File: config.mk
export PLATFORM = sky130hd
export DESIGN_NAME = gcd_front
export DESIGN_NICKNAME = d
export VERILOG_FILES = /design/src/hdl/gcd_pkg.sv /design/src/hdl/gcd_front.sv
export SDC_FILE = /design/constraint.sdc
export NUM_CORES = 1
export LEC_CHECK = 0
export ABC_AREA = 1
export BUFFER_PORTS_ARGS = -buffer_cell sky130_fd_sc_hd__buf_4
export CORE_MARGIN = 2
export CORE_UTILIZATION = 25
export DETAILED_ROUTE_END_ITERATION = 7
export GPL_TIMING_DRIVEN = 1
export RECOVER_POWER = 25
export SETUP_SLACK_MARGIN = 0.1
export SLEW_MARGIN = 30
export SYNTH_ARGS = -nofsm -noshare
export SYNTH_HDL_FRONTEND = slang
export SYNTH_SLANG_ARGS = --single-unit
File: constraint.sdc
create_clock -name vclk -period 1.7
set_input_delay 0.085 -clock vclk [all_inputs]
set_output_delay 0.085 -clock vclk [all_outputs]
set_load 0.05 [all_outputs]
File: src/hdl/gcd_pkg.sv
// Shared types, constants and coefficient table for the great-circle distance block.
`default_nettype none
package gcd_pkg;

   localparam logic [63:0] PI_Q62   = 64'hC90F_DAA2_2168_C235;
   localparam logic [63:0] Q62_ONE  = 64'h4000_0000_0000_0000;
   localparam logic [63:0] Q60_ONE  = 64'h1000_0000_0000_0000;
   localparam logic [22:0] RADIUS_RESET = 23'd6371000;
   localparam int QUEUE_DEPTH = 4;
   localparam int QPTR_BITS   = 2;

   // One queued pair, already in 2^32 units per turn.
   typedef struct packed {
      logic [31:0] lat1;
      logic [31:0] lat2;
      logic [31:0] dlat;
      logic [31:0] dlon;
   } item_type;

   typedef struct packed {
      logic        go;
      logic [63:0] a;
      logic [63:0] b;
   } mul_req_type;

   typedef struct packed {
      logic        go;
      logic [63:0] num;
      logic [7:0]  den;
   } div_req_type;

   // Taylor divisors: (2k)(2k+1) for sine, (2k-1)(2k) for cosine.
   function automatic logic [7:0] div_const(input logic [2:0] k, input logic use_cos);
      logic [7:0] d;
      d = 8'd1;
      if (use_cos) begin
         case (k)
            3'd1:    d = 8'd2;
            3'd2:    d = 8'd12;
            3'd3:    d = 8'd30;
            3'd4:    d = 8'd56;
            3'd5:    d = 8'd90;
            3'd6:    d = 8'd132;
            3'd7:    d = 8'd182;
            default: d = 8'd1;
         endcase
      end else begin
         case (k)
            3'd1:    d = 8'd6;
            3'd2:    d = 8'd20;
            3'd3:    d = 8'd42;
            3'd4:    d = 8'd72;
            3'd5:    d = 8'd110;
            3'd6:    d = 8'd156;
            default: d = 8'd1;
         endcase
      end
      return d;
   endfunction

endpackage
`default_nettype wire

File: src/hdl/gcd_front.sv
// Front end: takes a word, brings angles to 2^32 per turn and forms the differences.
`default_nettype none
module gcd_front #(
   parameter int ANGLE_BITS = 32
) (
   input  wire logic              start,
   input  wire logic              full,
   input  wire logic [31:0]       first_lat,
   input  wire logic [31:0]       first_lon,
   input  wire logic [31:0]       second_lat,
   input  wire logic [31:0]       second_lon,
   output logic                   push,
   output gcd_pkg::item_type      item
);
   localparam int SH  = 32 - ANGLE_BITS;
   localparam int SHL = (SH >= 0) ? SH : 0;
   localparam int SHR = (SH < 0) ? -SH : 1;

   function automatic logic [31:0] to_turn32(input logic [31:0] f);
      logic [63:0] v;
      logic [63:0] r;
      v = {{32{f[31]}}, f};
      if (SH >= 0) r = v << SHL;
      else         r = (v + (64'd1 << (SHR - 1))) >> SHR;
      return r[31:0];
   endfunction

   logic [31:0] lat1, lon1, lat2, lon2;

   always_comb begin
      lat1      = to_turn32(first_lat);
      lon1      = to_turn32(first_lon);
      lat2      = to_turn32(second_lat);
      lon2      = to_turn32(second_lon);
      item.lat1 = lat1;
      item.lat2 = lat2;
      item.dlat = lat1 - lat2;
      item.dlon = lon1 - lon2;
      push      = start && !full;
   end
endmodule
`default_nettype wire

==> reports/results.txt <==
initial antenna violation count: 0
Synth Area in XOR/XNOR: 4.740%
post-synthesis adder-cell area fraction: 14.72%
simple-gate portion of the synthesized area: 46.25%
YS warnings: 0
M1 GR Usage: 19.31%
Rel. slew slack: 60.02%
IO Pins: 259
synthesized area: 5543 um2
FF+latch count: 0
met2 Resource Use GR: 31.39%
IO buf count: 259
P per Cell Area: 524.1 nW/um2
most used routing layer: met2
worst hold-check path type: input pin to output port
post-synth cell types: 25
Arr. time, crit path: 1.59 ns
total gr overflow: 0
CTS hold repair buffers: 0
number of global-route vias before repair: 7007
Total Power: 5.717 mW
worst hold path depth: 2
most common cell after layout, fill and taps aside: nand2_1
Crit. End Element: output port
most frequent cells in the layout: nand2_1 (267), inv_1 (237), buf_4 (232)
Post-Synthesis Cells: 1135
initial DRC count: 222
drt drc: 0
average cell area after synthesis: 4.884 um2
first-pass GRT wire length: 31690 um
Critical Path Start Type: input pin
Overall Global Routing Usage: 15.84%
Die X: 152.9 um
sequential fraction of the synthesis area: 0%
unrepaired setup endpoints after global routing: true
CP startpoint: second_lat[0]
PnR worst setup slack: 0.02051 ns
vias per cell: 4.307
chip height: 152.9 um
register area: 0 um2
num rows: 54
min Tclk post-route: 1.679 ns
crit path cell chain: buf_8, ha_4, fa_2, inv_2, nand3_2, nand3_4, nand2_4, a21oi_4, nor2_1, nand2_1, nand2_2, buf_8
WL final: 21110 um
HPWL Detailed: 16830 um
NumNets Final: 1621
kind of critical path: input pin to output port
P&R area growth vs syn: 96.82%
Worst Hold Path EP: item[96]
largest net degree at the start of global routing: 8
largest family of logic cells by synthesized area: simple AND/OR/NAND/NOR gates
MaxCap Viol Count: 0
Req. time, crit path: 1.62 ns
Final Hold Viols: 0
wire length per cell: 12.38 um
Leak: 6.115 nW
layout cells sized above 1: 56.56%
FMAX: 595.4 MHz
Worst-Margin Slew: 0.6022 ns
starting density of the core: 25.40%
critical path's most frequent cell: buf_8
multiplexer share of the synthesized area: 0%
TritonRoute pass-1 iters: 5
met3 Resource Use GR: 0.8506%
Period Utilization, post-route: 98.79%
critical path fanouts, max: 3
post-synth net total: 1329
total core area: 21820 um2
clock buf count: 0
IR drop worst, VDD: 0.0003496 V
pre-CTS setup slack: -0.2186 ns
placer congestion estimate: 0.8651
vias: 7343
antenna-violating nets left: 0
status: finished, final reports clean
Compound-Gate Fraction of Synth Area: 5.237%
die area: 23380 um2
Ant. Diodes: 0
delay of the slowest critical-path stage: 0.36 ns
final setup violation count: 0
hold_sp: first_lat[0]
Crit-path slowest cell: fa_2
max-slew violation count: 0
## layer usage
metal  vias up  part of all wire [%]
met1      3299                    40
met2       215                    55
met3        12                   5.2
li1       3817                     -
met5         -                     0
met4         0                  0.59
## worst max-delay path: cells and delay by family
family	cells	cell delay, ns
adders and majority gates	2	0.51
AOI/OAI and AO/OA	1	0.13
and+or+nand+nor	6	0.49
buffers and inverters	3	0.35
## worst max-delay path by stage
stage	to	slack [ns]	cells past startpoint
floorplan	item[12]	-0.04	9
global route	item[28]	-0.05	14
detailed placement	item[28]	-0.22	14
finish	item[48]	0.02	12
global placement	item[60]	-0.21	14
CTS	item[44]	-0.002	11
## cells in the mapped netlist (all sizes together)
cell type,number,area (um2)
inv,299,1122
o21bai,6,52.55
and2,2,15.02
a21oi,43,222.7
or2,1,6.260
nor2,82,325.3
ha,62,775.7
xor2,27,236.5
fa,2,40.04
a21o,2,15.01
nor3,4,30.03
buf,65,488.0
nand3,53,290.3
xnor2,3,26.28
nand2,474,1834
nand4,10,62.56
## stage by stage
stage	hold WS [ns]	std cells	util, %	cell area (um2)	setup TNS, ns
floorplan	0.3371	1135	-	5826	-0.09496
global placement	0.4350	1688	37.81	8250	-3.776
detailed placement	0.4353	1688	37.81	8250	-4.311
CTS	0.4319	1695	43.68	9532	-0.003369
global route	0.4374	1705	49.99	10910	-0.3715
finish	0.4308	1705	49.99	10910	0
## what timing repair did
item | 4_1_cts | 5_1_grt
endpoints found under the setup margin | 52 | 51
setup buffers | 7 | 11
pin swaps | 45 | 170
gates resized for setup | 260 | 399
## where the power goes
group | switching (mW) | total, mW | internal (mW) | leakage, nW
registers | 0 | 0 | 0 | 0
clock network | 0 | 0 | 0 | 0
logic | 3.46 | 5.72 | 2.26 | 6.12
## area by class of cell
class / count / area, um2
tap: 280 / 350.3
timing repair buffer: 355 / 3037
inverter: 299 / 1170
fill: 2092 / 10910
multi-input combinational: 771 / 6352
## cells by family (layout without fill, tap and decap cells)
logic type / after synthesis / after routing
AND/OR/NAND/NOR: 626 / 626
buffers and inverters: 364 / 654
XOR/XNOR: 30 / 30
adder cells (fa/ha/maj): 64 / 64
AO/OA/AOI/OAI: 51 / 51
Power figures use the tool's default switching activity.
