File: config.mk
export PLATFORM = sky130hd
export DESIGN_NAME = gcd_queue
export DESIGN_NICKNAME = d
export VERILOG_FILES = /design/src/hdl/gcd_pkg.sv /design/src/hdl/gcd_queue.sv
export SDC_FILE = /design/constraint.sdc
export NUM_CORES = 1
export LEC_CHECK = 0
export ABC_AREA = 0
export BUFFER_PORTS_ARGS = -buffer_cell sky130_fd_sc_hd__buf_2
export CAP_MARGIN = 20
export CORE_ASPECT_RATIO = 1.5
export CORE_MARGIN = 5
export CORE_UTILIZATION = 59
export CTS_BUF_LIST = sky130_fd_sc_hd__clkbuf_4
export DETAILED_ROUTE_END_ITERATION = 8
export PLACE_DENSITY = 0.94
export SYNTH_ARGS = -nofsm -noshare
export SYNTH_HDL_FRONTEND = slang
export SYNTH_SLANG_ARGS = --single-unit
File: constraint.sdc
create_clock -name clock -period 5.4 [get_ports clock]
set_input_delay 0.81 -clock clock [delete_from_list [all_inputs] [get_ports clock]]
set_output_delay 0.81 -clock clock [all_outputs]
set_load 0.005 [all_outputs]
File: src/hdl/gcd_pkg.sv
// Shared types, constants and coefficient table for the great-circle distance block.
`default_nettype none
package gcd_pkg;

   localparam logic [63:0] PI_Q62   = 64'hC90F_DAA2_2168_C235;
   localparam logic [63:0] Q62_ONE  = 64'h4000_0000_0000_0000;
   localparam logic [63:0] Q60_ONE  = 64'h1000_0000_0000_0000;
   localparam logic [22:0] RADIUS_RESET = 23'd6371000;
   localparam int QUEUE_DEPTH = 4;
   localparam int QPTR_BITS   = 2;

   // One queued pair, already in 2^32 units per turn.
   typedef struct packed {
      logic [31:0] lat1;
      logic [31:0] lat2;
      logic [31:0] dlat;
      logic [31:0] dlon;
   } item_type;

   typedef struct packed {
      logic        go;
      logic [63:0] a;
      logic [63:0] b;
   } mul_req_type;

   typedef struct packed {
      logic        go;
      logic [63:0] num;
      logic [7:0]  den;
   } div_req_type;

   // Taylor divisors: (2k)(2k+1) for sine, (2k-1)(2k) for cosine.
   function automatic logic [7:0] div_const(input logic [2:0] k, input logic use_cos);
      logic [7:0] d;
      d = 8'd1;
      if (use_cos) begin
         case (k)
            3'd1:    d = 8'd2;
            3'd2:    d = 8'd12;
            3'd3:    d = 8'd30;
            3'd4:    d = 8'd56;
            3'd5:    d = 8'd90;
            3'd6:    d = 8'd132;
            3'd7:    d = 8'd182;
            default: d = 8'd1;
         endcase
      end else begin
         case (k)
            3'd1:    d = 8'd6;
            3'd2:    d = 8'd20;
            3'd3:    d = 8'd42;
            3'd4:    d = 8'd72;
            3'd5:    d = 8'd110;
            3'd6:    d = 8'd156;
            default: d = 8'd1;
         endcase
      end
      return d;
   endfunction

endpackage
`default_nettype wire

File: src/hdl/gcd_queue.sv
// Short queue between the front end and the back end.
`default_nettype none
module gcd_queue (
   input  wire logic              clock,
   input  wire logic              reset,
   input  wire logic              push,
   input  wire gcd_pkg::item_type push_item,
   input  wire logic              pop,
   output gcd_pkg::item_type      head,
   output logic                   full,
   output logic                   empty
);
   gcd_pkg::item_type entry_ff [gcd_pkg::QUEUE_DEPTH];
   logic [gcd_pkg::QPTR_BITS-1:0] wr_ff, wr_in, rd_ff, rd_in;
   logic [gcd_pkg::QPTR_BITS:0]   cnt_ff, cnt_in;

   always_comb begin
      full  = (cnt_ff == (gcd_pkg::QPTR_BITS+1)'(gcd_pkg::QUEUE_DEPTH));
      empty = (cnt_ff == '0);
      head  = entry_ff[rd_ff];
      wr_in = push ? wr_ff + 1'b1 : wr_ff;
      rd_in = pop ? rd_ff + 1'b1 : rd_ff;
      cnt_in = cnt_ff;
      if (push && !pop) cnt_in = cnt_ff + 1'b1;
      if (pop && !push) cnt_in = cnt_ff - 1'b1;
   end

   always_ff @(posedge clock) begin
      if (reset) begin
         wr_ff  <= '0;
         rd_ff  <= '0;
         cnt_ff <= '0;
      end else begin
         wr_ff  <= wr_in;
         rd_ff  <= rd_in;
         cnt_ff <= cnt_in;
      end
      if (push) entry_ff[wr_ff] <= push_item;
   end
endmodule
`default_nettype wire

==> out/metrics.yaml <==
global_routing:
  grt_overflow_total: 0
  grt_use_total_pct: 20.9
  grtUsageMet2_pct: 36.1
  grt_first_pass_wirelength_mm: 56.4
  antenna_found_initial: 11
  first_global_vias: 9805
  global_route.usage.met3_pct: 6.09
  largest_net_degree_at_the_start_of_global_routing: 82
  grt.busiest_layer: "met2"
  met1_usage_pct: 24.2
critical_path:
  critical-path-max-stage-delay_ps: 990
  crit_path_top_delay_cell: "sky130_fd_sc_hd__dfxtp_4"
  path_delay_family: "flip-flops"
  worst-endpoint-arrival_ps: 2910
  ff2ff_path_depth: 4
  crit_path_start_kind: "flip-flop"
  rr_endpoint: "entry_ff[0][36]"
  required_arrival_time_at_the_worst_endpoint_ps: 4590
  path_max_fanout: 64
  worst-setup-path-type: "flip-flop to output pin"
  crit-reg2reg-launch: "wr_ff[0]"
  rrSetupSlack_ps: 3180
  worstPathBufferInverterCount: 2
  end_kind: "output pin"
  crit_path_cell_trace: "buf_4 > mux4_2 > buf_2"
cts:
  clock_latency_ps: 750
  cts-buffers-inserted: 111
  cts_hold_buffers: 0
  cts-htree-levels: 3
  clkTransAtPathRegs_ps: 70
  cts_setup_buffers: 0
  cts_tree: "done"
  clock-root-buffer: "sky130_fd_sc_hd__clkbuf_4"
  cts_buffer_depth: 3
  numClockSinks: 521
  postCtsResizedCells: 0
synth:
  synth-seq-area-share_pct: 81.8
  synth_fp_nets: 853
  synthDominantCellAreaShare_pct: 80.9
  yosys.area_share.simple_pct: 0.402
  syn_inst: 715
  yosys.area_share.xor_xnor_pct: 0.230
  synth.largest_area_cell: "sky130_fd_sc_hd__edfxtp_1"
  main_combinational_cell_family_by_area_after_synthesis: "multiplexers"
  yosysUniqueCellTypes: 21
  synthesis.yosys.warnings: 0
  synth-compound-area-share_pct: 0.0790
  postSynthRegisterBits: 521
  syn-cell-area_sq_um: 19000
  synth_top_cells_by_area: "sky130_fd_sc_hd__edfxtp_1 (81%), sky130_fd_sc_hd__mux4_2 (15%), sky130_fd_sc_hd__buf_12 (1.1%), sky130_fd_sc_hd__dfxtp_1 (0.95%), sky130_fd_sc_hd__buf_2 (0.34%)"
  synth_adder_area_share_pct: 0.434
  synthesis.area_per_instance_sq_um: 26.6
  synthMuxAreaShare_pct: 15.2
floorplanning:
  fp.dieArea_sq_um: 36000
  fp-row-count: 80
  initial_utilization_pct: 59.7
  die_x_microns: 157
  coreArea_sq_um: 31800
  die_height_microns: 230
  io-pin-count: 262
final_layout:
  final_core_util_pct: 69.6
  drive_above_1_share_pct: 49.7
  num-fill-cells: 1908
  fin_nets: 1207
  finalNonFillerCells: 1576
  fin_area_sq_um: 22100
  multi_input_comb_area_sq_um: 3120
  area_growth_syn_to_layout_pct: 16.5
  register_area_sq_um: 15600
pwr:
  post-layout-total-power_mw: 8.38
  power_density_nw_per_um2: 379
  sequentialPowerShare_pct: 56.2
  power.ir.vdd_worst_v: 0.000262
  netSwitchingPower_mw: 1.87
  power.switching_fraction_pct: 22.3
  total_leakage_power_nw: 7.55
  cell_internal_pwr_mw: 6.52
  power.combinational.fraction_pct: 9.1
  clockPowerShare_pct: 34.7
routing:
  num_vias: 8923
  drt_pass1_iterations: 4
  detailedRoute.firstIterationViolations: 562
  avgRoutedWirePerCell_microns: 23.6
  detail_route_antenna_nets: 0
  remaining_drc_errors: 0
  route.final.wire_length_mm: 37.3
  drt-vias-per-instance: 5.66
timing:
  tightest_hold_margin_ps: 251
  setup_repair_after_global_routing_missed_its_margin: "no"
  finalSetupViolCount: 0
  final.setup.worst_slack_ps: 1680
  final_max_slew_viol_count: 0
  worst-slew-pin-transition_ps: 992
  setup-tns-final_ps: 0
  finClkSkew_ps: 32.9
  final_hold_viol_count: 0
  timing.slew.headroom_pct: 33.8
  final.period_utilization_pct: 68.9
  achievable-frequency_mhz: 269
  final.min_clock_period_ps: 3720
min_path:
  hold_class: "input pin to flip-flop"
  hp-start: "push_item[72]"
  whs_endpoint: "entry_ff[2][72]"
  number_of_cells_traversed_by_the_worst_hold_path: 1
placement:
  placed_cell_count: 1366
  placement.cell_area_sq_um: 20700
  pre_cts_ws_ps: 2430
  gp_congestion: 0.739
  port_buffers: 261
  detailedPlacementHpwl_mm: 22.8
run_status:
  run_status: "completed"
flow_run:
  maxCapViolCount: 0
-- power by group through the flow --
stage	Clock (mW)	Combinational, mW	Sequential [mW]
detailed placement	0	0.782	4.80
global placement	0	0.753	4.78
floorplan	0	0.464	4.78
CTS	3.00	0.786	4.71
global route	3.23	0.827	4.72
finish	2.91	0.765	4.71
-- metal layers --
| metal | wire [microns] | share of wire, % |
|---|---|---|
| met2 | 20800 | 56 |
| met4 | 1030 | 2.8 |
| met3 | 2690 | 7.2 |
| met5 | 41 | 0.11 |
| met1 | 12700 | 34 |
-- sequential cells by signal, indices dropped and copies added (netlist names), named ones only --
signal / cells
rd_ff: 2
entry_ff: 512
wr_ff: 2
cnt_ff: 3
-- worst reg2reg max path: stages, from the launching register on --
cell	delay (ps)
sky130_fd_sc_hd__dfxtp_1	350
sky130_fd_sc_hd__inv_1	100
sky130_fd_sc_hd__ha_1	150
sky130_fd_sc_hd__and2_4	690
sky130_fd_sc_hd__buf_12	440
-- cells in the mapped netlist --
master	instances
sky130_fd_sc_hd__a21oi_1	2
sky130_fd_sc_hd__and2_1	4
sky130_fd_sc_hd__and3_1	1
sky130_fd_sc_hd__buf_12	10
sky130_fd_sc_hd__buf_2	13
sky130_fd_sc_hd__buf_6	4
sky130_fd_sc_hd__clkbuf_1	2
sky130_fd_sc_hd__dfxtp_1	9
sky130_fd_sc_hd__edfxtp_1	512
sky130_fd_sc_hd__fa_1	1
sky130_fd_sc_hd__ha_1	5
sky130_fd_sc_hd__inv_1	6
sky130_fd_sc_hd__mux2i_1	1
sky130_fd_sc_hd__mux4_2	128
sky130_fd_sc_hd__nand2_1	1
sky130_fd_sc_hd__nor2_1	8
sky130_fd_sc_hd__nor3_1	1
sky130_fd_sc_hd__o21ai_0	1
sky130_fd_sc_hd__or3_1	1
sky130_fd_sc_hd__xnor2_1	2
sky130_fd_sc_hd__xor2_1	3
-- layout by cell type, fill, tap and decap left out --
| cell type | Yosys | layout |
|---|---|---|
| sky130_fd_sc_hd__buf_12 | 10 | 6 |
| sky130_fd_sc_hd__nor2_1 | 8 | 8 |
| sky130_fd_sc_hd__dfxtp_1 | 9 | 7 |
| sky130_fd_sc_hd__buf_4 | 0 | 3 |
| sky130_fd_sc_hd__or3_1 | 1 | 1 |
| sky130_fd_sc_hd__inv_2 | 0 | 1 |
| sky130_fd_sc_hd__inv_1 | 6 | 6 |
| sky130_fd_sc_hd__and3_1 | 1 | 1 |
| sky130_fd_sc_hd__dfxtp_4 | 0 | 2 |
| sky130_fd_sc_hd__nand2_1 | 1 | 1 |
| sky130_fd_sc_hd__bufinv_16 | 0 | 3 |
| sky130_fd_sc_hd__xnor2_1 | 2 | 2 |
| sky130_fd_sc_hd__and2_4 | 0 | 4 |
| sky130_fd_sc_hd__clkinvlp_4 | 0 | 2 |
| sky130_fd_sc_hd__o21ai_0 | 1 | 1 |
| sky130_fd_sc_hd__buf_2 | 13 | 261 |
| sky130_fd_sc_hd__a21oi_1 | 2 | 2 |
| sky130_fd_sc_hd__ha_1 | 5 | 5 |
| sky130_fd_sc_hd__clkbuf_4 | 0 | 158 |
| sky130_fd_sc_hd__clkinv_2 | 0 | 5 |
| sky130_fd_sc_hd__mux4_2 | 128 | 128 |
| sky130_fd_sc_hd__diode_2 | 0 | 9 |
| sky130_fd_sc_hd__clkinv_4 | 0 | 2 |
| sky130_fd_sc_hd__fa_1 | 1 | 1 |
| sky130_fd_sc_hd__xor2_1 | 3 | 3 |
| sky130_fd_sc_hd__nor3_1 | 1 | 1 |
| sky130_fd_sc_hd__edfxtp_1 | 512 | 512 |
| sky130_fd_sc_hd__mux2i_1 | 1 | 1 |
| sky130_fd_sc_hd__clkinv_1 | 0 | 30 |
-- how the worst max path moves through the flow --
stage                     cells after the start  slack (ps)             end
after global routing                          3        1470         head[7]
after detailed placement                      3        2430        head[80]
after global placement                        3        2430         head[7]
after floorplan                               1        1160  entry_ff[0][0]
after CTS                                     3        1530        head[80]
final                                         3        1680         head[8]
-- area by class of cell --
cell class,instances,share of cell area [%]
clock buffer,158,5.36
sequential,521,70.3
timing repair buffer,270,6.54
tap,410,2.32
inverter,6,0.102
multi-input combinational,159,14.1
antenna,9,0.102
clock inverter,43,1.19
-- cell families (layout without fill, tap and decap cells) --
family,after synthesis,in the layout
flops,521,521
mux,129,129
buf+inv,35,477
simple gates,16,16
fa+ha+maj,6,6
xor+xnor,5,5
compound gates,3,3
other cells,0,9
No activity file was read; power rests on OpenSTA's default activity.
